<file path="src/rtl/core/weighted_random_server_pick_core_macros.svh">
// Assertion macros used by the weighted random server pick datapath.
`ifndef WEIGHTED_RANDOM_SERVER_PICK_CORE_MACROS_SVH
`define WEIGHTED_RANDOM_SERVER_PICK_CORE_MACROS_SVH
`ifndef SYNTH
// Same-cycle implication, disabled during reset.
`define WRSP_ASSERT_IMP(lbl, clk, rst_n, ante, cons) \
    lbl: assert property (@(posedge clk) disable iff (!rst_n) (ante) |-> (cons)) \
        else $error("assertion failed");
// Next-cycle implication, disabled during reset.
`define WRSP_ASSERT_NXT(lbl, clk, rst_n, ante, cons) \
    lbl: assert property (@(posedge clk) disable iff (!rst_n) (ante) |=> (cons)) \
        else $error("assertion failed");
`else
`define WRSP_ASSERT_IMP(lbl, clk, rst_n, ante, cons)
`define WRSP_ASSERT_NXT(lbl, clk, rst_n, ante, cons)
`endif
`endif

</file>
<file path="src/rtl/core/wrsp_pkg.sv">
// Package with widths, control word types and the microcode table of the server pick.
`default_nettype none
package wrsp_pkg;

    // Fixed field widths.
    localparam int ADDR_W      = 32;
    localparam int PORT_W      = 16;
    localparam int WIN_W       = 8;
    localparam int RND_W       = 32;
    localparam int IDX_OUT_W   = 4;
    localparam int BIT_W       = $clog2(RND_W);
    localparam int IN_TDATA_W  = 88;
    localparam int OUT_TDATA_W = 56;

    // Parameter defaults.
    localparam int MAX_SERVERS_DEF = 16;
    localparam int WEIGHT_BITS_DEF = 8;

    // Microcode step addresses.
    localparam int STEP_W = 3;
    localparam logic [STEP_W-1:0] S_LOAD = 3'd0;
    localparam logic [STEP_W-1:0] S_CHK  = 3'd1;
    localparam logic [STEP_W-1:0] S_DIV  = 3'd2;
    localparam logic [STEP_W-1:0] S_RD   = 3'd3;
    localparam logic [STEP_W-1:0] S_CMP  = 3'd4;
    localparam logic [STEP_W-1:0] S_HIT  = 3'd5;
    localparam logic [STEP_W-1:0] S_ZERO = 3'd6;

    // Jump conditions.
    typedef enum logic [2:0] {
        C_ALWAYS   = 3'd0,
        C_ACC_LAST = 3'd1,
        C_TOT_ZERO = 3'd2,
        C_DIV_DONE = 3'd3,
        C_HIT      = 3'd4,
        C_OUT_FREE = 3'd5
    } t_cond;

    // Datapath actions of one step.
    typedef struct packed {
        logic div_init;
        logic div_step;
        logic walk_init;
        logic mem_rd;
        logic walk_acc;
        logic emit_hit;
        logic emit_zero;
    } t_act;

    // Status fed back from the datapath.
    typedef struct packed {
        logic acc_last;
        logic tot_zero;
        logic div_done;
        logic hit;
        logic out_free;
    } t_stat;

    // One control word: actions, condition and both jump targets.
    typedef struct packed {
        logic              in_ready;
        logic              gate;
        t_cond             cond;
        logic [STEP_W-1:0] jmp_t;
        logic [STEP_W-1:0] jmp_f;
        t_act              act;
    } t_ctrl_word;

    // Microcode table. When gate is set the actions fire only if the condition holds.
    function automatic t_ctrl_word ctrl_rom(input logic [STEP_W-1:0] step);
        t_ctrl_word w;
        w = '0;
        unique case (step)
            S_LOAD: begin
                w.in_ready = 1'b1;
                w.cond     = C_ACC_LAST;
                w.jmp_t    = S_CHK;
                w.jmp_f    = S_LOAD;
            end
            S_CHK: begin
                w.cond          = C_TOT_ZERO;
                w.jmp_t         = S_ZERO;
                w.jmp_f         = S_DIV;
                w.act.div_init  = 1'b1;
                w.act.walk_init = 1'b1;
            end
            S_DIV: begin
                w.cond         = C_DIV_DONE;
                w.jmp_t        = S_RD;
                w.jmp_f        = S_DIV;
                w.act.div_step = 1'b1;
            end
            S_RD: begin
                w.cond       = C_ALWAYS;
                w.jmp_t      = S_CMP;
                w.jmp_f      = S_CMP;
                w.act.mem_rd = 1'b1;
            end
            S_CMP: begin
                w.cond         = C_HIT;
                w.jmp_t        = S_HIT;
                w.jmp_f        = S_RD;
                w.act.walk_acc = 1'b1;
            end
            S_HIT: begin
                w.gate         = 1'b1;
                w.cond         = C_OUT_FREE;
                w.jmp_t        = S_LOAD;
                w.jmp_f        = S_HIT;
                w.act.emit_hit = 1'b1;
            end
            S_ZERO: begin
                w.gate          = 1'b1;
                w.cond          = C_OUT_FREE;
                w.jmp_t         = S_LOAD;
                w.jmp_f         = S_ZERO;
                w.act.emit_zero = 1'b1;
            end
            default: begin
                w.cond  = C_ALWAYS;
                w.jmp_t = S_LOAD;
                w.jmp_f = S_LOAD;
            end
        endcase
        return w;
    endfunction

endpackage
`default_nettype wire

</file>
<file path="src/rtl/core/wrsp_seq.sv">
// Microcode sequencer: step counter, control table lookup and conditional jumps.
`default_nettype none
module wrsp_seq (
    input  wire logic          i_clk,
    input  wire logic          i_rst_n,
    input  wire wrsp_pkg::t_stat i_stat,
    output wrsp_pkg::t_act     o_act,
    output logic               o_in_ready
);
    import wrsp_pkg::*;

    logic [STEP_W-1:0] r_step;
    logic [STEP_W-1:0] n_step;
    t_ctrl_word        cw;
    logic              cond_ok;

    // Fetch the control word of the current step.
    assign cw = ctrl_rom(r_step);

    // Evaluate the jump condition.
    always_comb begin
        unique case (cw.cond)
            C_ALWAYS:   cond_ok = 1'b1;
            C_ACC_LAST: cond_ok = i_stat.acc_last;
            C_TOT_ZERO: cond_ok = i_stat.tot_zero;
            C_DIV_DONE: cond_ok = i_stat.div_done;
            C_HIT:      cond_ok = i_stat.hit;
            C_OUT_FREE: cond_ok = i_stat.out_free;
            default:    cond_ok = 1'b1;
        endcase
    end

    // Gated steps only act once their condition holds.
    assign o_act      = (cw.gate && !cond_ok) ? '0 : cw.act;
    assign o_in_ready = cw.in_ready;
    assign n_step     = cond_ok ? cw.jmp_t : cw.jmp_f;

    // Step counter.
    always_ff @(posedge i_clk) begin
        if (!i_rst_n) begin
            r_step <= S_LOAD;
        end else begin
            r_step <= n_step;
        end
    end

endmodule
`default_nettype wire

</file>
<file path="src/rtl/core/wrsp_dpath.sv">
// Datapath: entry memory, weight total, bit-serial remainder, cumulative walk and output register.
`default_nettype none
`include "weighted_random_server_pick_core_macros.svh"
module wrsp_dpath #(
    parameter int MAX_SERVERS = wrsp_pkg::MAX_SERVERS_DEF,
    parameter int WEIGHT_BITS = wrsp_pkg::WEIGHT_BITS_DEF
) (
    input  wire logic                             i_clk,
    input  wire logic                             i_rst_n,
    input  wire wrsp_pkg::t_act                   i_act,
    input  wire logic                             i_in_ready,
    input  wire logic                             i_s_tvalid,
    input  wire logic [wrsp_pkg::IN_TDATA_W-1:0]  i_s_tdata,
    input  wire logic                             i_s_tlast,
    input  wire logic                             i_m_tready,
    output wrsp_pkg::t_stat                       o_stat,
    output logic                                  o_m_tvalid,
    output logic [wrsp_pkg::OUT_TDATA_W-1:0]      o_m_tdata,
    output logic                                  o_m_tuser
);
    import wrsp_pkg::*;

    localparam int IDX_W = (MAX_SERVERS > 1) ? $clog2(MAX_SERVERS) : 1;
    localparam int CNT_W = $clog2(MAX_SERVERS + 1);
    localparam int MAXW  = (2 ** WEIGHT_BITS) - 1;
    localparam int TOT_W = $clog2(MAX_SERVERS * MAXW + 1);
    localparam int CW_W  = (WEIGHT_BITS > WIN_W) ? WEIGHT_BITS : WIN_W;
    localparam int ENT_W = ADDR_W + PORT_W + WEIGHT_BITS;

    // Input fields.
    logic [ADDR_W-1:0]      in_addr;
    logic [PORT_W-1:0]      in_port;
    logic [CW_W-1:0]        in_w;
    logic [CW_W-1:0]        w_clamp;
    logic [RND_W-1:0]       in_rnd;
    logic                   in_acc;
    logic                   has_room;

    assign in_addr  = i_s_tdata[ADDR_W-1:0];
    assign in_port  = i_s_tdata[ADDR_W+PORT_W-1:ADDR_W];
    assign in_w     = CW_W'(i_s_tdata[ADDR_W+PORT_W+WIN_W-1:ADDR_W+PORT_W]);
    assign in_rnd   = i_s_tdata[IN_TDATA_W-1:ADDR_W+PORT_W+WIN_W];
    assign w_clamp  = (in_w > CW_W'(MAXW)) ? CW_W'(MAXW) : in_w;
    assign in_acc   = i_s_tvalid && i_in_ready;

    // Entry memory and list bookkeeping.
    logic [ENT_W-1:0]       r_mem [MAX_SERVERS];
    logic [CNT_W-1:0]       r_cnt;
    logic [TOT_W-1:0]       r_tot;
    logic [ENT_W-1:0]       r_rd;
    logic [IDX_W-1:0]       r_rd_idx;
    logic [IDX_W-1:0]       r_idx;
    logic                   emit;

    assign has_room = (r_cnt < CNT_W'(MAX_SERVERS));
    assign emit     = i_act.emit_hit || i_act.emit_zero;

    always_ff @(posedge i_clk) begin
        if (in_acc && has_room) begin
            r_mem[r_cnt[IDX_W-1:0]] <= {WEIGHT_BITS'(w_clamp), in_port, in_addr};
        end
        if (i_act.mem_rd) begin
            r_rd     <= r_mem[r_idx];
            r_rd_idx <= r_idx;
        end
    end

    // Count and total are cleared once a selection is emitted.
    always_ff @(posedge i_clk) begin
        if (!i_rst_n) begin
            r_cnt <= '0;
            r_tot <= '0;
        end else if (emit) begin
            r_cnt <= '0;
            r_tot <= '0;
        end else if (in_acc && has_room) begin
            r_cnt <= r_cnt + 1'b1;
            r_tot <= r_tot + TOT_W'(w_clamp);
        end
    end

    // Restoring remainder, one dividend bit per step, most significant first.
    logic [RND_W-1:0]       r_sh;
    logic [TOT_W-1:0]       r_rem;
    logic [BIT_W-1:0]       r_bit;
    logic [TOT_W:0]         trial;

    assign trial = {r_rem, r_sh[RND_W-1]};

    always_ff @(posedge i_clk) begin
        if (in_acc) begin
            r_sh <= in_rnd;
        end else if (i_act.div_step) begin
            r_sh <= {r_sh[RND_W-2:0], 1'b0};
        end
        if (i_act.div_init) begin
            r_rem <= '0;
            r_bit <= '0;
        end else if (i_act.div_step) begin
            r_rem <= (trial >= {1'b0, r_tot}) ? TOT_W'(trial - {1'b0, r_tot})
                                               : TOT_W'(trial);
            r_bit <= r_bit + 1'b1;
        end
    end

    // Walk of the cumulative weights.
    logic [TOT_W-1:0]       r_acc;
    logic [TOT_W-1:0]       acc_nx;

    assign acc_nx = r_acc + TOT_W'(r_rd[ENT_W-1:ADDR_W+PORT_W]);

    always_ff @(posedge i_clk) begin
        if (i_act.walk_init) begin
            r_acc <= '0;
            r_idx <= '0;
        end else begin
            if (i_act.mem_rd) begin
                r_idx <= r_idx + 1'b1;
            end
            if (i_act.walk_acc) begin
                r_acc <= acc_nx;
            end
        end
    end

    // Output register; a new result may load as the previous one is taken.
    logic                   r_ovalid;
    logic [OUT_TDATA_W-1:0] r_odata;
    logic                   r_ofound;

    always_ff @(posedge i_clk) begin
        if (!i_rst_n) begin
            r_ovalid <= 1'b0;
        end else if (emit) begin
            r_ovalid <= 1'b1;
        end else if (i_m_tready) begin
            r_ovalid <= 1'b0;
        end
    end

    always_ff @(posedge i_clk) begin
        if (i_act.emit_hit) begin
            r_odata  <= OUT_TDATA_W'({IDX_OUT_W'(r_rd_idx), r_rd[ADDR_W+PORT_W-1:0]});
            r_ofound <= 1'b1;
        end else if (i_act.emit_zero) begin
            r_odata  <= '0;
            r_ofound <= 1'b0;
        end
    end

    assign o_m_tvalid = r_ovalid;
    assign o_m_tdata  = r_odata;
    assign o_m_tuser  = r_ofound;

    // Status for the sequencer.
    assign o_stat.acc_last = in_acc && i_s_tlast;
    assign o_stat.tot_zero = (r_tot == '0);
    assign o_stat.div_done = (r_bit == BIT_W'(RND_W - 1));
    assign o_stat.hit      = (r_rem < acc_nx);
    assign o_stat.out_free = !r_ovalid || i_m_tready;

    // The reduced value must lie inside the total while the walk runs.
    `WRSP_ASSERT_IMP(a_rem_in_range, i_clk, i_rst_n, i_act.walk_acc, r_rem < r_tot)
    // The remainder steps only run over a non-empty total.
    `WRSP_ASSERT_IMP(a_div_nonzero, i_clk, i_rst_n, i_act.div_step, r_tot != '0)
    // A result never overwrites one that is still waiting.
    `WRSP_ASSERT_IMP(a_emit_free, i_clk, i_rst_n, emit, !r_ovalid || i_m_tready)
    // The list is empty again after each selection.
    `WRSP_ASSERT_NXT(a_list_cleared, i_clk, i_rst_n, emit, r_cnt == '0 && r_tot == '0)

endmodule
`default_nettype wire

</file>
<file path="src/rtl/core/weighted_random_server_pick_core.sv">
// Top level of the weighted random server pick: sequencer and datapath.
//
// Each accepted input transaction loads one server entry (address, port, weight); weights
// above 2^WEIGHT_BITS-1 are saturated and entries beyond MAX_SERVERS are dropped.
// The transaction marked tlast also carries the random value and starts a selection: the
// microcode program reduces the random value modulo the weight total with a bit-serial
// remainder unit (one of the 32 dividend bits per cycle), then walks the entry memory, each
// entry with a registered read, then accumulate and compare, until the cumulative weight
// passes the remainder. No input is accepted from the last transaction until its result
// is loaded into the output register, also while an earlier result still waits there.
// One result transaction follows each tlast input; tuser is the found flag, and address,
// port and index are zero when nothing was found. Results sit in an output register, so
// entries of the next list load while a result still waits to be taken.
`default_nettype none
module weighted_random_server_pick_core #(
    parameter int MAX_SERVERS = wrsp_pkg::MAX_SERVERS_DEF,
    parameter int WEIGHT_BITS = wrsp_pkg::WEIGHT_BITS_DEF
) (
    input  wire logic                            i_clk,
    input  wire logic                            i_rst_n,
    input  wire logic                            i_s_tvalid,
    output logic                                 o_s_tready,
    // entry_address[31:0], entry_port[47:32], entry_weight[55:48], random_value[87:56]
    input  wire logic [wrsp_pkg::IN_TDATA_W-1:0] i_s_tdata,
    input  wire logic                            i_s_tlast,
    output logic                                 o_m_tvalid,
    input  wire logic                            i_m_tready,
    // chosen_address[31:0], chosen_port[47:32], chosen_index[51:48], zero fill[55:52]
    output logic [wrsp_pkg::OUT_TDATA_W-1:0]     o_m_tdata,
    // found[0]
    output logic                                 o_m_tuser
);
    import wrsp_pkg::*;

    t_act  act;
    t_stat stat;
    logic  in_ready;

    // Control program.
    wrsp_seq u_seq (
        .i_clk      (i_clk),
        .i_rst_n    (i_rst_n),
        .i_stat     (stat),
        .o_act      (act),
        .o_in_ready (in_ready)
    );

    // Storage and arithmetic.
    wrsp_dpath #(
        .MAX_SERVERS (MAX_SERVERS),
        .WEIGHT_BITS (WEIGHT_BITS)
    ) u_dpath (
        .i_clk      (i_clk),
        .i_rst_n    (i_rst_n),
        .i_act      (act),
        .i_in_ready (in_ready),
        .i_s_tvalid (i_s_tvalid),
        .i_s_tdata  (i_s_tdata),
        .i_s_tlast  (i_s_tlast),
        .i_m_tready (i_m_tready),
        .o_stat     (stat),
        .o_m_tvalid (o_m_tvalid),
        .o_m_tdata  (o_m_tdata),
        .o_m_tuser  (o_m_tuser)
    );

    assign o_s_tready = in_ready;

endmodule
`default_nettype wire

</file>
<file path="config.mk">
export PLATFORM = sky130hd
export DESIGN_NAME = weighted_random_server_pick_core
export DESIGN_NICKNAME = d
export VERILOG_FILES = /design/src/rtl/core/wrsp_pkg.sv /design/src/rtl/core/wrsp_seq.sv /design/src/rtl/core/wrsp_dpath.sv /design/src/rtl/core/weighted_random_server_pick_core.sv
export VERILOG_INCLUDE_DIRS = /design/src /design/src/rtl/core
export SDC_FILE = /design/constraint.sdc
export NUM_CORES = 1
export LEC_CHECK = 0
export ABC_CLOCK_PERIOD_IN_PS = 6200
export BUFFER_PORTS_ARGS = -buffer_cell sky130_fd_sc_hd__buf_2
export CORE_ASPECT_RATIO = 0.75
export CORE_MARGIN = 2
export CORE_UTILIZATION = 32
export DETAILED_ROUTE_END_ITERATION = 8
export SETUP_SLACK_MARGIN = 0.2
export SYNTH_ARGS = -nofsm -noshare
export SYNTH_HDL_FRONTEND = slang
export SYNTH_SLANG_ARGS = --single-unit
export TNS_END_PERCENT = 1
</file>
<file path="constraint.sdc">
create_clock -name i_clk -period 6.2 [get_ports i_clk]
set_input_delay 0.31 -clock i_clk [delete_from_list [all_inputs] [get_ports i_clk]]
set_output_delay 0.31 -clock i_clk [all_outputs]
set_load 0.05 [all_outputs]
</file>
==> results.py <==
metrics = {
    "timing": {
        "finalCritPeriodShare_pct": 70.9,
        "fin_ws_ps": 1810,
        "maxSlewViolCount": 0,
        "grt_setup_unrepaired": "no",
        "hold_violations": 0,
        "tightest_slew_ps": 1280,
        "post-route-min-period_ps": 4390,
        "final-setup-viol-count": 0,
        "max_clock_freq_mhz": 228,
        "relSlewSlack_pct": 14.2,
        "final.setup.tns_ps": 0,
        "skew_ps": 32.1,
    },
    "routing": {
        "first_iter_violations": 1851,
        "vias": 20500,
        "highest_layer": "met5",
        "routed-wl-met3_um": 6970,
        "viasPerCell": 4.94,
        "wirelength_um": 97200,
        "routed-wl-met2_um": 44200,
        "drt-met1-wl_um": 43800,
        "drc": 0,
        "ant_nets": 0,
        "dr.pass1.iters": 5,
        "wl_per_cell_um": 23.4,
    },
    "synth": {
        "yosys_warnings": 0,
        "ys.flop_type": "edfxtp_1",
        "netlist.area_leader.share_pct": 73.5,
        "async_reset_ff_share_pct": 0,
        "seq_area_frac_synth_pct": 76.1,
        "synth_top_area_cell": "edfxtp_1",
        "syn_avg_cell_area_sq_um": 20.9,
        "synth_edf_count": 1040,
        "synth_cells": 2030,
        "ys_types": 67,
        "synth_area_sq_mm": 0.0425,
        "ys_seq_elements": 1095,
        "synth_area_leaders": "edfxtp_1, mux4_2, dfxtp_1",
    },
    "setup_path": {
        "worst_path_most_repeated_cell": "nand2_1",
        "r2r_setup_slack_ps": 1810,
        "critPathKind": "register to register",
        "cp_data_arrival_time_ps": 4720,
        "worst_ep_required_time_ps": 6530,
        "max_stage_delay_ps": 870,
        "worst_setup_path_end_kind": "register",
        "slowest_stage": "nor2_4",
        "crit_path_max_fanout": 33,
        "start_kind": "register",
        "path_cells": "nor3_2 > nand2_1 > nor2_2 > nand2_1 > nor2_4 > buf_4",
    },
    "run": {
        "drv_cap": 0,
    },
    "placed_design": {
        "place_congestion": 0.806,
        "pre_cts_ws_ps": 1770,
        "placed_area_sq_mm": 0.0455,
        "dp_hpwl_um": 57000,
        "io_buffers": 147,
    },
    "global_route": {
        "first_global_vias": 21400,
        "grt_pass1_wl_um": 144000,
        "grt_usage_pct": 14.4,
        "grt_antenna_before_repair": 6,
        "grt_max_degree": 112,
        "grt_overflow": 0,
    },
    "power": {
        "ir_drop_mv": 0.210,
        "power.density_mw_per_mm2": 359,
        "leakagePower_uw": 0.0159,
        "total_power_uw": 17800,
    },
    "clock_network": {
        "cts_setup_buffers": 0,
        "cts_tree": "built",
        "clock_sinks": 1095,
        "clockBufferDepth": 3,
        "cts_buffers": 103,
        "clkTransAtPathRegs_ps": 60,
        "cts-root-buf": "clkbuf_16",
        "cts_max_level": 3,
        "worstSkewPairLatency_ps": 700,
    },
    "die": {
        "dieArea_sq_mm": 0.136,
        "die_w_um": 425,
        "num_rows": 115,
        "die_h_um": 320,
        "io_pins": 152,
        "design.core.area_sq_mm": 0.132,
        "start_util_pct": 32.3,
    },
    "cells_and_area": {
        "final_util_pct": 37.7,
        "fin_area_sq_mm": 0.0496,
        "drive_above_1_share_pct": 27.0,
        "final_nets": 2450,
        "areaGrowthSynthToFinish_pct": 16.7,
    },
    "min_path": {
        "hp-class": "primary input to register",
    },
    "run_status": {
        "status": "completed",
    },
}
## final cells by class
type                            count  area (sq um)
Fill cell                       11800         81900
Sequential cell                  1095         32300
Multi-Input combinational cell    817          9800
Clock buffer                      118          2660
Tap cell                         1755          2200
Timing Repair Buffer              266          1880
Clock inverter                     70           604
Inverter                           25          95.1
Antenna cell                        3          7.51
## logic make-up after synthesis
logic type                 Yosys count  share of synthesized area (%)
muxes                              291                           15.1
and+or+nand+nor                    328                           3.62
adders and majority gates           49                           1.50
other                                1                        0.00882
xor gates and xnor gates            38                          0.783
AOI/OAI and AO/OA                  107                           1.72
DFF                               1095                           76.1
buffers and inverters              121                           1.19
## routing by layer
metal  vias to the layer above  global-route usage (%)
met5                         -                       0
met2                       732                    21.8
li1                       8836                       -
met4                         4                    3.80
met1                     10800                    20.6
met3                       143                    3.54
## final timing paths
path | startpoint | cells past startpoint | to
min reg2reg | u_dpath.o_m_tuser$_SDFFE_PP1P_ | 1 | u_dpath.o_m_tuser$_SDFFE_PP1P_
max reg2reg | u_seq.r_step[2]$_SDFF_PN0_ | 6 | u_dpath.r_mem[13][34]$_DFFE_PP_
min | i_s_tdata[48] | 1 | u_dpath.r_mem[11][48]$_DFFE_PP_
max | u_seq.r_step[2]$_SDFF_PN0_ | 6 | u_dpath.r_mem[13][34]$_DFFE_PP_
## through the flow
| step | cells | hold WS (ps) |
|---|---|---|
| final | 4149 | 45.1 |
| after global routing | 4148 | 23.0 |
| after CTS | 4146 | 0.347 |
| after detailed placement | 3874 | 460 |
| after global placement | 3874 | 446 |
| after floorplan | 2033 | 403 |
## worst max-delay path, delay by kind of cell (launching register included)
| kind | cells | cell delay [ps] |
|---|---|---|
| buffers and inverters | 1 | 590 |
| flip-flops | 1 | 460 |
| AND/OR/NAND/NOR | 5 | 2920 |
## cells in the mapped netlist (all sizes together) (4+ instances only)
| master | instances |
|---|---|
| edfxtp | 1040 |
| mux4 | 280 |
| nand2 | 148 |
| nor2 | 60 |
| and2 | 56 |
| dfxtp | 55 |
| clkbuf | 52 |
| ha | 46 |
| buf | 44 |
| a21oi | 34 |
| inv | 25 |
| xnor2 | 21 |
| o21ai | 19 |
| nor3 | 17 |
| xor2 | 17 |
| mux2i | 9 |
| nand2b | 9 |
| a21o | 8 |
| nand3 | 8 |
| nand4 | 8 |
| o21a | 8 |
| a211oi | 4 |
| a32oi | 4 |
| nor2b | 4 |
## cells in the final DEF, fill, tap and decap left out, drive strengths merged, types with 19 or more instances in the layout
| cell type | n |
|---|---|
| xnor2 | 21 |
| mux4 | 280 |
| and2 | 56 |
| o21ai | 19 |
| edfxtp | 1040 |
| inv | 31 |
| clkinv | 53 |
| clkbuf | 118 |
| a21oi | 34 |
| dlygate4sd3 | 84 |
| nor2 | 60 |
| dfxtp | 55 |
| nand2 | 148 |
| buf | 182 |
| ha | 46 |
## power by group
group | internal [uW] | leakage [uW] | total, uW | switching [uW]
sequential | 8600 | 0.00997 | 8820 | 221
combinational | 1280 | 0.00429 | 2840 | 1560
clock | 3380 | 0.00160 | 6130 | 2750
## registers in the layout, indices dropped and copies added (netlist names), 4 cells and up
register	cells
u_dpath.o_m_tdata	52
u_dpath.r_acc	12
u_dpath.r_bit	5
u_dpath.r_cnt	5
u_dpath.r_idx	4
u_dpath.r_mem	896
u_dpath.r_rd	56
u_dpath.r_rd_idx	4
u_dpath.r_rem	12
u_dpath.r_sh	32
u_dpath.r_tot	12
## repair_timing
item | 4_1_cts | 5_1_grt
hold buffers | 84 | 0
hold endpoints to repair | 715 | 0
resized for setup | 0 | 0
Power figures use the tool's default switching activity.
